===== config.mk =====
export PLATFORM = sky130hd
export DESIGN_NAME = float_const_divider_top
export DESIGN_NICKNAME = d
export VERILOG_FILES = /design/src/fcd_pkg.sv /design/src/fcd_cell.sv /design/src/float_const_divider_top.sv
export SDC_FILE = /design/constraint.sdc
export NUM_CORES = 1
export LEC_CHECK = 0
export BUFFER_PORTS_ARGS = -buffer_cell sky130_fd_sc_hd__buf_4
export CAP_MARGIN = 10
export CORE_MARGIN = 4
export CORE_UTILIZATION = 58
export DETAILED_ROUTE_END_ITERATION = 6
export GPL_ROUTABILITY_DRIVEN = 0
export PLACE_DENSITY = 0.81
export SETUP_SLACK_MARGIN = 0.15
export SYNTH_ARGS = -nofsm -noshare
export SYNTH_HDL_FRONTEND = slang
export SYNTH_SLANG_ARGS = --single-unit

===== constraint.sdc =====
create_clock -name clk_i -period 19.2 [get_ports clk_i]
set_input_delay 1.92 -clock clk_i [delete_from_list [all_inputs] [get_ports clk_i]]
set_output_delay 1.92 -clock clk_i [all_outputs]
set_load 0.01 [all_outputs]

===== src/fcd_pkg.sv =====
// ----------------------------------------------------------------------------
// fcd_pkg: shared types and constants of the float constant divider
// Field widths, transaction structs, cell control and state encoding.
// ----------------------------------------------------------------------------
package fcd_pkg;

  localparam int MANT_W     = 64;
  localparam int EXP_W      = 32;
  localparam int FLAG_W     = 8;
  localparam int SIZE_W     = 8;
  localparam int NEG_BIT    = 0;
  localparam int CELL_W_DEF = 8;

  typedef struct packed {
    logic [MANT_W-1:0]       a_mant;
    logic signed [EXP_W-1:0] a_exp;
    logic [FLAG_W-1:0]       a_flags;
    logic [SIZE_W-1:0]       a_size;
    logic [MANT_W-1:0]       b_mant;
    logic signed [EXP_W-1:0] b_exp;
    logic [FLAG_W-1:0]       b_flags;
    logic [SIZE_W-1:0]       b_size;
  } fcd_in_t;

  typedef struct packed {
    logic [MANT_W-1:0]       q_mant;
    logic signed [EXP_W-1:0] q_exp;
    logic [FLAG_W-1:0]       q_flags;
    logic [SIZE_W-1:0]       q_size;
    logic                    error;
  } fcd_out_t;

  // control broadcast to every cell of the remainder/divisor row
  typedef struct packed {
    logic load;       // take operands from the input transaction
    logic take;       // keep the difference instead of the remainder
    logic rem_shift;  // shift the remainder one place up
    logic div_shift;  // shift the divisor one place down
  } fcd_cell_ctrl_t;

  typedef enum logic [4:0] {
    ST_IDLE = 5'b00001,
    ST_PRE1 = 5'b00010,
    ST_PRE2 = 5'b00100,
    ST_RUN  = 5'b01000,
    ST_FIN  = 5'b10000
  } fcd_state_e;

endpackage


===== src/fcd_cell.sv =====
// ----------------------------------------------------------------------------
// fcd_cell: one slice of the remainder and divisor registers
// Subtracts its divisor slice with a rippled borrow and passes shifted bits
// to its neighbors.
// ----------------------------------------------------------------------------
module fcd_cell
  import fcd_pkg::*;
#(
  parameter int CellW = CELL_W_DEF
) (
  input  logic                 clk_i,
  input  fcd_cell_ctrl_t       ctrl_i,
  input  logic [CellW-1:0]     rem_ld_i,
  input  logic [CellW-1:0]     div_ld_i,
  input  logic                 borrow_i,
  output logic                 borrow_o,
  input  logic                 rem_lsb_i,
  output logic                 rem_msb_o,
  input  logic                 div_msb_i,
  output logic                 div_lsb_o,
  output logic [CellW-1:0]     rem_o
);

  logic [CellW-1:0] rem_q, rem_d;
  logic [CellW-1:0] div_q, div_d;
  logic [CellW-1:0] diff;
  logic [CellW-1:0] base;

  assign {borrow_o, diff} = {1'b0, rem_q} - {1'b0, div_q} - {{CellW{1'b0}}, borrow_i};

  assign base      = ctrl_i.take ? diff : rem_q;
  assign rem_msb_o = base[CellW-1];
  assign div_lsb_o = div_q[0];
  assign rem_o     = rem_q;

  always_comb begin
    if (ctrl_i.load) begin
      rem_d = rem_ld_i;
    end else if (ctrl_i.rem_shift) begin
      rem_d = {base[CellW-2:0], rem_lsb_i};
    end else begin
      rem_d = base;
    end
  end

  always_comb begin
    if (ctrl_i.load) begin
      div_d = div_ld_i;
    end else if (ctrl_i.div_shift) begin
      div_d = {div_msb_i, div_q[CellW-1:1]};
    end else begin
      div_d = div_q;
    end
  end

  always_ff @(posedge clk_i) begin
    rem_q <= rem_d;
    div_q <= div_d;
  end

endmodule


===== src/float_const_divider_top.sv =====
// ----------------------------------------------------------------------------
// float_const_divider_top: restoring divider for 64-bit mantissa floats
// Row of subtract cells producing one quotient bit per cycle.
// ----------------------------------------------------------------------------
// Usage:
//   in_valid_i/in_ready_o carry one fcd_in_t transaction (operands a, b);
//   out_valid_o/out_ready_i carry one fcd_out_t transaction per input.
//   in_ready_o is high while no division is in progress, so one operand
//   pair is worked on at a time.
//   A normal division runs the alignment step ST_PRE1 and, if the divisor
//   exceeds the dividend, ST_PRE2, then the restoring loop in ST_RUN,
//   one quotient bit per cycle through the borrow chain of the cell
//   row, then ST_FIN writes the output register once it is free.
//   Error cases and a zero dividend skip the loop; their result is
//   written from ST_FIN once the output register is free.
//   A new transaction is accepted only in ST_IDLE, which follows each
//   result, so a division starts only after the previous one has ended.
//   A new transaction may be accepted while the previous result still waits
//   in the output register; a finished division holds in its last state
//   until the output register is free.
//   Reset clears the control state and the output valid; no transaction is
//   pending afterwards.
// ----------------------------------------------------------------------------
module float_const_divider_top
  import fcd_pkg::*;
#(
  parameter int CellW = CELL_W_DEF
) (
  input  logic     clk_i,
  input  logic     rst_ni,
  input  logic     in_valid_i,
  output logic     in_ready_o,
  input  fcd_in_t  in_data_i,
  output logic     out_valid_o,
  input  logic     out_ready_i,
  output fcd_out_t out_data_o
);

  localparam int NumCells = MANT_W / CellW;
  localparam int CntW     = $clog2(MANT_W - 1);
  localparam logic [CntW-1:0] RunLast = CntW'(MANT_W - 2);

  fcd_state_e state_q, state_d;

  logic [CntW-1:0]         cnt_q, cnt_d;
  logic [MANT_W-1:0]       quo_q, quo_d;
  logic signed [EXP_W-1:0] exp_q, exp_d;
  logic signed [EXP_W-1:0] aexp_q, aexp_d;
  logic [FLAG_W-1:0]       flags_q, flags_d;
  logic [SIZE_W-1:0]       size_q, size_d;
  logic                    err_q, err_d;
  logic                    zero_q, zero_d;
  logic                    out_valid_q, out_valid_d;
  fcd_out_t                out_q, out_d;

  fcd_cell_ctrl_t          ctrl;
  logic                    in_acc;
  logic                    ge;
  logic                    out_free;
  logic [MANT_W-1:0]       rem_all;
  logic [NumCells:0]       borrow;
  logic [NumCells:0]       rem_chain;
  logic [NumCells:0]       div_chain;
  logic                    a_neg, b_neg;

  assign in_ready_o  = (state_q == ST_IDLE);
  assign in_acc      = in_valid_i && in_ready_o;
  assign ge          = !borrow[NumCells];
  assign out_free    = !out_valid_q || out_ready_i;
  assign out_valid_o = out_valid_q;
  assign out_data_o  = out_q;

  assign borrow[0]           = 1'b0;
  assign rem_chain[0]        = 1'b0;
  assign div_chain[NumCells] = 1'b0;

  // row of cells, cell 0 holds the low bits
  for (genvar gi = 0; gi < NumCells; gi++) begin : g_cell
    fcd_cell #(
      .CellW (CellW)
    ) u_cell (
      .clk_i     (clk_i),
      .ctrl_i    (ctrl),
      .rem_ld_i  (in_data_i.a_mant[gi*CellW +: CellW]),
      .div_ld_i  (in_data_i.b_mant[gi*CellW +: CellW]),
      .borrow_i  (borrow[gi]),
      .borrow_o  (borrow[gi+1]),
      .rem_lsb_i (rem_chain[gi]),
      .rem_msb_o (rem_chain[gi+1]),
      .div_msb_i (div_chain[gi+1]),
      .div_lsb_o (div_chain[gi]),
      .rem_o     (rem_all[gi*CellW +: CellW])
    );
  end

  assign a_neg = in_data_i.a_flags[NEG_BIT];
  assign b_neg = in_data_i.b_flags[NEG_BIT];

  always_comb begin
    state_d     = state_q;
    cnt_d       = cnt_q;
    quo_d       = quo_q;
    exp_d       = exp_q;
    aexp_d      = aexp_q;
    flags_d     = flags_q;
    size_d      = size_q;
    err_d       = err_q;
    zero_d      = zero_q;
    out_valid_d = out_valid_q;
    out_d       = out_q;
    ctrl        = '0;

    if (out_valid_q && out_ready_i) begin
      out_valid_d = 1'b0;
    end

    case (state_q)
      ST_IDLE: begin
        if (in_acc) begin
          ctrl.load         = 1'b1;
          quo_d             = MANT_W'(1);
          exp_d             = in_data_i.a_exp - in_data_i.b_exp;
          aexp_d            = in_data_i.a_exp;
          flags_d           = in_data_i.a_flags;
          flags_d[NEG_BIT]  = a_neg ^ b_neg;
          size_d            = (in_data_i.a_size > in_data_i.b_size) ?
                              in_data_i.a_size : in_data_i.b_size;
          err_d             = !in_data_i.b_mant[MANT_W-1] ||
                              ((in_data_i.a_mant != '0) && !in_data_i.a_mant[MANT_W-1]);
          zero_d            = (in_data_i.a_mant == '0);
          state_d           = (err_d || zero_d) ? ST_FIN : ST_PRE1;
        end
      end
      ST_PRE1: begin
        // leading step: subtract the divisor if it fits and halve it; else lower the exponent
        ctrl.take      = ge;
        ctrl.div_shift = 1'b1;
        if (ge) begin
          cnt_d   = RunLast;
          state_d = ST_RUN;
        end else begin
          exp_d   = exp_q - EXP_W'(1);
          state_d = ST_PRE2;
        end
      end
      ST_PRE2: begin
        ctrl.take      = 1'b1;
        ctrl.div_shift = 1'b1;
        cnt_d          = RunLast;
        state_d        = ST_RUN;
      end
      ST_RUN: begin
        ctrl.take      = ge;
        ctrl.rem_shift = 1'b1;
        quo_d          = {quo_q[MANT_W-2:0], ge};
        cnt_d          = cnt_q - CntW'(1);
        if (cnt_q == '0) begin
          state_d = ST_FIN;
        end
      end
      ST_FIN: begin
        if (out_free) begin
          out_valid_d   = 1'b1;
          out_d.q_flags = flags_q;
          out_d.q_size  = size_q;
          out_d.error   = err_q;
          if (err_q) begin
            out_d.q_mant = rem_all;  // cells still hold a_mant
            out_d.q_exp  = aexp_q;
          end else if (zero_q) begin
            out_d.q_mant = '0;
            out_d.q_exp  = '0;
          end else begin
            out_d.q_mant = quo_q;
            out_d.q_exp  = exp_q;
          end
          state_d = ST_IDLE;
        end
      end
      default: begin
        state_d = ST_IDLE;
      end
    endcase
  end

  always_ff @(posedge clk_i or negedge rst_ni) begin
    if (!rst_ni) begin
      state_q     <= ST_IDLE;
      out_valid_q <= 1'b0;
    end else begin
      state_q     <= state_d;
      out_valid_q <= out_valid_d;
    end
  end

  always_ff @(posedge clk_i) begin
    cnt_q   <= cnt_d;
    quo_q   <= quo_d;
    exp_q   <= exp_d;
    aexp_q  <= aexp_d;
    flags_q <= flags_d;
    size_q  <= size_d;
    err_q   <= err_d;
    zero_q  <= zero_d;
    out_q   <= out_d;
  end

  // dividend is at least half the divisor, so the second alignment never borrows
  assert property (@(posedge clk_i) disable iff (!rst_ni)
    (state_q == ST_PRE2) |-> ge)
    else $error("borrow in second alignment step");

  // a normal quotient keeps its leading one
  assert property (@(posedge clk_i) disable iff (!rst_ni)
    (out_valid_o && !out_data_o.error && (out_data_o.q_mant != '0))
      |-> out_data_o.q_mant[MANT_W-1])
    else $error("quotient lost its leading one");

  // the output register is never overwritten while a result waits
  assert property (@(posedge clk_i) disable iff (!rst_ni)
    (out_valid_o && !out_ready_i) |=> $stable(out_data_o))
    else $error("pending result overwritten");

  // leaving the loop only after the last quotient bit
  assert property (@(posedge clk_i) disable iff (!rst_ni)
    ((state_q == ST_RUN) && (cnt_q != '0)) |=> (state_q == ST_RUN))
    else $error("division loop ended early");

endmodule

==> impl_metrics.json, run 1 <==
{
  "pwr-share-clk_pct": 19.5,
  "wl_per_cell_um": 20.2,
  "critPathKind": "reg2reg",
  "p_switching_mw": 1.73,
  "num_antenna_cells": 0,
  "seq_area_frac_synth_pct": 49.1,
  "synth_top_family_by_area": "compound AO/OA/AOI/OAI gates",
  "peakVddDrop_mv": 0.0946,
  "final_area_um2": 27400,
  "clk_pin_slew_ns": 0.06,
  "place_area_um2": 26000,
  "ant_nets": 0,
  "routed_wl_um": 62100,
  "finalPower_mw": 4.39,
  "clock_path_buffers": 3,
  "hold_class": "reg2reg",
  "cts_tree": "done",
  "synth_enable_flop_cells": 330,
  "slew_headroom_pct": 23.9,
  "switching_share_pct": 39.4,
  "cp-start-kind": "flop",
  "cpPeakStageDelay_ns": 0.99,
  "synth_nets": 2619,
  "cp_max_fo": 67,
  "clock-root-buffer": "clkbuf_16",
  "die_w_um": 207,
  "cp-end-kind": "flop",
  "grt-ovfl-total": 0,
  "finalNonFillerCells": 3073,
  "grt_max_degree": 83,
  "syn_inst": 2227,
  "maxCapViolations": 0,
  "synth_area_leader_cell": "edfxtp_1",
  "place_hpwl_um": 43600,
  "num_vias": 18300,
  "post-route-period-util_pct": 88.4,
  "avgSynthCellArea_um2": 10.4,
  "setup_viol": 0,
  "drt_iter0_markers": 1549,
  "async_reset_ff_share_pct": 1.50,
  "pre_cts_ws_ns": 2.40,
  "post-route-min-period_ns": 16.97,
  "drive_gt1_share_pct": 17.9,
  "synth_xor_area_share_pct": 4.06,
  "die_y_um": 207,
  "final_core_util_pct": 70.3,
  "io_pins": 343,
  "skew_ns": 0.0203,
  "p_per_area_nw_per_um2": 160,
  "status": "completed",
  "rsz0062_at_grt": "no",
  "timing.hold.ws_ns": 0.418,
  "antenna_found_initial": 1,
  "die-area_um2": 43000,
  "numCtsBuffers": 44,
  "drc": 0,
  "drv_slew": 0,
  "fin_ws_ns": 2.23,
  "fmax_mhz": 58.9,
  "htree_num_levels": 2,
  "clock-sinks": 399,
  "cp_slowest_cell": "or2_4",
  "fill_cells": 2844,
  "netlist_area_um2": 23100,
  "cts_resized": 0,
  "final.setup.tns_ns": 0,
  "fin_nets": 2914,
  "core_area_um2": 39000,
  "synthMuxAreaShare_pct": 4.35,
  "dr.pass1.iters": 6,
  "share_comb_of_total_power_pct": 47.8,
  "start_util_pct": 59.1,
  "yosys_warnings": 0,
  "synth-compound-area-share_pct": 14.1,
  "syn2layout_area_growth_pct": 19.0,
  "routed_via_density": 5.95,
  "ys_seq_elements": 399,
  "hold_buffers": 0,
  "leakage_nw": 12.1,
  "grt_pass1_wl_um": 98600,
  "post_cts_buffers": 0,
  "portBuffers": 335,
  "row_count": 72,
  "synth.top_cells.by_area": "edfxtp_1 (43%), ha_1 (8.0%), dfxtp_1 (5.5%)",
  "synthAdderAreaFrac_pct": 9.42,
  "critical_path_arrival_ns": 17.20,
  "grt_pass1_vias": 18200,
  "synthSimpleGateAreaFrac_pct": 13.8,
  "ys_types": 73,
  "insertion_delay_ns": 0.57,
  "cp.required_ns": 19.43,
  "track_usage_pct": 28.1,
  "intPower_mw": 2.66,
  "yosysTopAreaCellShare_pct": 43.0,
  "tightestPinTransition_ns": 1.14,
  "synthFlopType": "edfxtp_1",
  "cpMostUsedCell": "fa_1",
  "hold_viol": 0,
  "place_inst": 2993,
  "p_seq_share_pct": 32.7
}
-- Yosys cell counts (16+ instances only) --
| cell type | count |
|---|---|
| a21o_1 | 31 |
| a21oi_1 | 93 |
| a22o_1 | 64 |
| and2_1 | 68 |
| clkbuf_1 | 82 |
| dfxtp_1 | 63 |
| edfxtp_1 | 330 |
| fa_1 | 16 |
| ha_1 | 148 |
| inv_1 | 212 |
| mux2i_1 | 90 |
| nand2_1 | 329 |
| nand2b_1 | 44 |
| nor2_1 | 66 |
| nor3_1 | 44 |
| nor4_1 | 24 |
| o211ai_1 | 16 |
| o21ai_0 | 137 |
| o221ai_1 | 47 |
| xnor2_1 | 58 |
| xor2_1 | 47 |
-- flip-flops by register name, indices dropped and copies added, names as in the netlist --
register / cells
out_data_o: 113
g_cell.u_cell.div_q: 64
g_cell.u_cell.rem_o: 64
quo_q: 64
aexp_q: 32
exp_q: 32
flags_q: 8
size_q: 8
cnt_q: 6
state_q: 5
err_q: 1
out_valid_o: 1
zero_q: 1
-- worst paths after layout --
check	from	cells past startpoint	slack (ns)	endpoint
max	g_cell[0].u_cell.rem_o[0]$_DFF_P_	67	2.23	cnt_q[5]$_SDFFCE_PN1P_
min	size_q[6]$_DFFE_PP_	0	0.42	out_data_o[7]$_DFFE_PP_
max reg2reg	g_cell[0].u_cell.rem_o[0]$_DFF_P_	67	2.23	cnt_q[5]$_SDFFCE_PN1P_
min reg2reg	size_q[6]$_DFFE_PP_	0	0.42	out_data_o[7]$_DFFE_PP_
max in group asynchronous	rst_ni	1	17.83	state_q[0]$_DFFE_PN1P_
min in group asynchronous	rst_ni	1	1.16	state_q[2]$_DFFE_PN0P_
-- power groups by stage --
stage                     clock network [mW]  registers, mW  logic, mW
final                                  0.859           1.44       2.10
after global routing                   0.907           1.46       2.35
after CTS                              0.870           1.43       2.08
after detailed placement                   0           1.45       2.06
after global placement                     0           1.44       1.95
after floorplan                            0           1.42       1.54
-- layout by cell type, fill, tap and decap left out, types with 13 or more instances in the layout --
master	synthesis	final
fa_1	16	16
o221ai_1	47	47
nand2b_1	44	44
a31oi_1	13	13
a22o_1	64	64
clkbuf_16	0	45
nand2_1	329	328
nor3_1	44	43
edfxtp_1	330	330
xnor2_1	58	58
nand3b_1	13	13
a21oi_1	93	93
and2_1	68	68
ha_1	148	148
dfxtp_1	63	63
nor4_1	24	23
o211ai_1	16	16
o21ai_0	137	137
inv_1	212	211
xor2_1	47	47
buf_4	0	348
mux2i_1	90	90
nor2_1	66	64
a21o_1	31	31
-- cell type report --
cell class	instances	area (µm²)	share of cell area, %
inverter	213	807	2.94
tap	518	648	2.36
clock inverter	27	277	1.01
timing repair buffer	349	2620	9.57
sequential	399	11300	41.3
clock buffer	52	1160	4.24
multi-input combinational	1515	10600	38.6
-- worst max-delay path: cells and delay by family, from the launching register on --
kind | cells | cell delay, ns
adders and majority gates | 17 | 6.76
AOI/OAI and AO/OA | 31 | 5.85
and+or+nand+nor | 12 | 2.67
xor gates and xnor gates | 6 | 0.90
DFF | 1 | 0.36
buffers and inverters | 1 | 0.06
-- logic make-up after synthesis --
kind of cell,after synthesis
multiplexers,99
flip-flops,399
AO/OA/AOI/OAI,483
adder cells (fa/ha/maj),164
XOR/XNOR,106
buffers and inverters,313
AND/OR/NAND/NOR,663
-- layer usage --
layer | up-vias | GRT usage (%) | part of all wire [%]
met4 | 2 | 12.6 | 4.8
met5 | - | 0 | 0.019
met3 | 154 | 4.94 | 7.5
li1 | 8572 | - | -
met1 | 8812 | 36.3 | 40
met2 | 745 | 46.7 | 48
No activity file was read; power rests on OpenSTA's default activity.
==> run 2, diff against run 1 <==
--- a/config.mk
+++ b/config.mk
@@ -11,7 +11,7 @@
 export CORE_UTILIZATION = 58
 export DETAILED_ROUTE_END_ITERATION = 6
 export GPL_ROUTABILITY_DRIVEN = 0
-export PLACE_DENSITY = 0.81
+export PLACE_DENSITY = 0.84
 export SETUP_SLACK_MARGIN = 0.15
 export SYNTH_ARGS = -nofsm -noshare
 export SYNTH_HDL_FRONTEND = slang
==> run 2 against run 1 <==
Worst hold slack worse by 0.0015 ns. First-iteration DRC count is 4.1% higher. Worst setup slack improved by 0.39 ns. Clock power down 0.8%. Die area did not move. Largest cell class unchanged. Critical path type unchanged. Combinational power about the same. Largest power group unchanged.
==> impl_metrics.json, run 2 (synthesis results as in run 1) <==
{
  "switching_share_pct": 39.8,
  "cpMostUsedCell": "fa_1",
  "start_util_pct": 59.1,
  "hold_class": "reg2reg",
  "critPathKind": "reg2reg",
  "critical_path_arrival_ns": 17.05,
  "track_usage_pct": 28.3,
  "place_hpwl_um": 43700,
  "setup_viol": 0,
  "num_vias": 18500,
  "die_w_um": 207,
  "largest_register_ffs": 113,
  "row_count": 72,
  "insertion_delay_ns": 0.59,
  "r2r-start": "g_cell[0].u_cell.rem_o[0]$_DFF_P_",
  "numCtsBuffers": 43,
  "cp.buffers_inverters": 1,
  "holdPathStages": 0,
  "antenna_found_initial": 0,
  "slew_headroom_pct": 20.7,
  "tightestPinTransition_ns": 1.19,
  "p_seq_share_pct": 32.5,
  "clock-sinks": 399,
  "clock-root-buffer": "clkbuf_16",
  "grt_pass1_vias": 18800,
  "layout_commonest_cell": "buf_4",
  "leakage_nw": 12.1,
  "hp-start": "flags_q[4]$_DFFE_PP_",
  "cpPeakStageDelay_ns": 0.86,
  "cp-start-kind": "flop",
  "syn2layout_area_growth_pct": 18.9,
  "clk_pin_slew_ns": 0.06,
  "hold_viol": 0,
  "ant_nets": 0,
  "cp.required_ns": 19.66,
  "dr.pass1.iters": 5,
  "die_y_um": 207,
  "cp_slowest_cell": "or2_4",
  "intPower_mw": 2.65,
  "timing.hold.ws_ns": 0.417,
  "min_to": "out_data_o[13]$_DFFE_PP_",
  "portBuffers": 335,
  "core_area_um2": 39000,
  "grt_pass1_wl_um": 99500,
  "drive_gt1_share_pct": 17.8,
  "status": "completed",
  "rr_endpoint": "g_cell[5].u_cell.rem_o[7]$_DFF_P_",
  "wl_per_cell_um": 20.5,
  "drt_iter0_markers": 1613,
  "p_per_area_nw_per_um2": 161,
  "cp-end-kind": "flop",
  "clock_path_buffers": 3,
  "final.setup.tns_ns": 0,
  "maxCapViolations": 0,
  "fmax_mhz": 60.3,
  "rr_worst_depth": 68,
  "cts_tree": "done",
  "share_comb_of_total_power_pct": 48.1,
  "io_pins": 343,
  "post-route-min-period_ns": 16.59,
  "fin_nets": 2914,
  "grt_max_degree": 107,
  "p_switching_mw": 1.75,
  "final_cell_mix": "buf_4 (349), edfxtp_1 (330), nand2_1 (328), inv_1 (211), ha_1 (148)",
  "hold_buffers": 0,
  "routed_via_density": 6.03,
  "cp_max_fo": 67,
  "drv_slew": 0,
  "reg2reg_slack_ns": 2.61,
  "fill_cells": 2754,
  "place_inst": 2994,
  "drc": 0,
  "post-route-period-util_pct": 86.4,
  "routed_wl_um": 63100,
  "finalNonFillerCells": 3073,
  "peakVddDrop_mv": 0.0793,
  "pwr-share-clk_pct": 19.4,
  "num_antenna_cells": 0,
  "cts_resized": 0,
  "htree_num_levels": 2,
  "skew_ns": 0.0411,
  "cp_top_family": "adder cells",
  "die-area_um2": 43000,
  "grt-ovfl-total": 0,
  "post_cts_buffers": 0,
  "rsz0062_at_grt": "no"
}
## run 2: worst register-to-register path, delay by kind of cell, from the launching register on
family | cells | cell delay (ns)
AOI/OAI and AO/OA | 33 | 6.16
xor gates and xnor gates | 6 | 0.93
adders and majority gates | 17 | 6.82
buffers and inverters | 1 | 0.06
DFF | 1 | 0.38
and+or+nand+nor | 11 | 2.17
## run 2: power groups by stage
stage               Clock (mW)  Combinational, mW  Sequential (mW)
finish                   0.852               2.12             1.43
CTS                      0.859               2.10             1.43
global placement             0               1.95             1.43
global route             0.897               2.35             1.46
detailed placement           0               2.06             1.44
floorplan                    0               1.54             1.42
## run 2: worst max path at each step
stage / from / endpoint / slack (ns) / depth (start not counted)
after global placement: g_cell[0].u_cell.rem_o[0]$_DFF_P_ / g_cell[6].u_cell.rem_o[0]$_DFF_P_ / 3.46 / 68
after floorplan: g_cell[0].u_cell.div_q[2]$_DFFE_PP_ / g_cell[6].u_cell.rem_o[5]$_DFF_P_ / 4.85 / 71
after detailed placement: g_cell[0].u_cell.rem_o[0]$_DFF_P_ / g_cell[6].u_cell.rem_o[0]$_DFF_P_ / 2.97 / 68
after global routing: g_cell[0].u_cell.rem_o[0]$_DFF_P_ / g_cell[2].u_cell.rem_o[1]$_DFF_P_ / 1.76 / 69
final: g_cell[0].u_cell.rem_o[0]$_DFF_P_ / g_cell[5].u_cell.rem_o[7]$_DFF_P_ / 2.61 / 68
after CTS: g_cell[0].u_cell.rem_o[0]$_DFF_P_ / g_cell[5].u_cell.rem_o[7]$_DFF_P_ / 2.76 / 68
## run 2: final cells by class
class | count | area (µm²) | share of cell area, %
clock buffers | 54 | 1140 | 4.15
clock inverters | 24 | 279 | 1.02
inverters | 213 | 807 | 2.94
multi-input cells | 1515 | 10600 | 38.6
flip-flops and latches | 399 | 11300 | 41.3
well taps | 518 | 648 | 2.36
repair buffers | 350 | 2630 | 9.60
## run 2: per-layer routing
metal	GRT usage [%]	vias to the layer above	share of wire [%]
met3	6.00	210	8.1
met4	13.2	0	5.4
met2	47.0	867	48
li1	-	8578	-
met1	35.6	8890	39
met5	0	-	0
## run 2: through the flow
stage               utilization [%]  total power, mW  instance area [µm²]  worst slack [ns]
CTS                            70.2             4.38                27400              2.76
floorplan                         -             2.96                23100              4.85
global placement               66.6             3.38                26000              3.46
detailed placement             66.6             3.50                26000              2.97
finish                         70.3             4.40                27400              2.61
global route                   70.3             4.71                27400              1.76
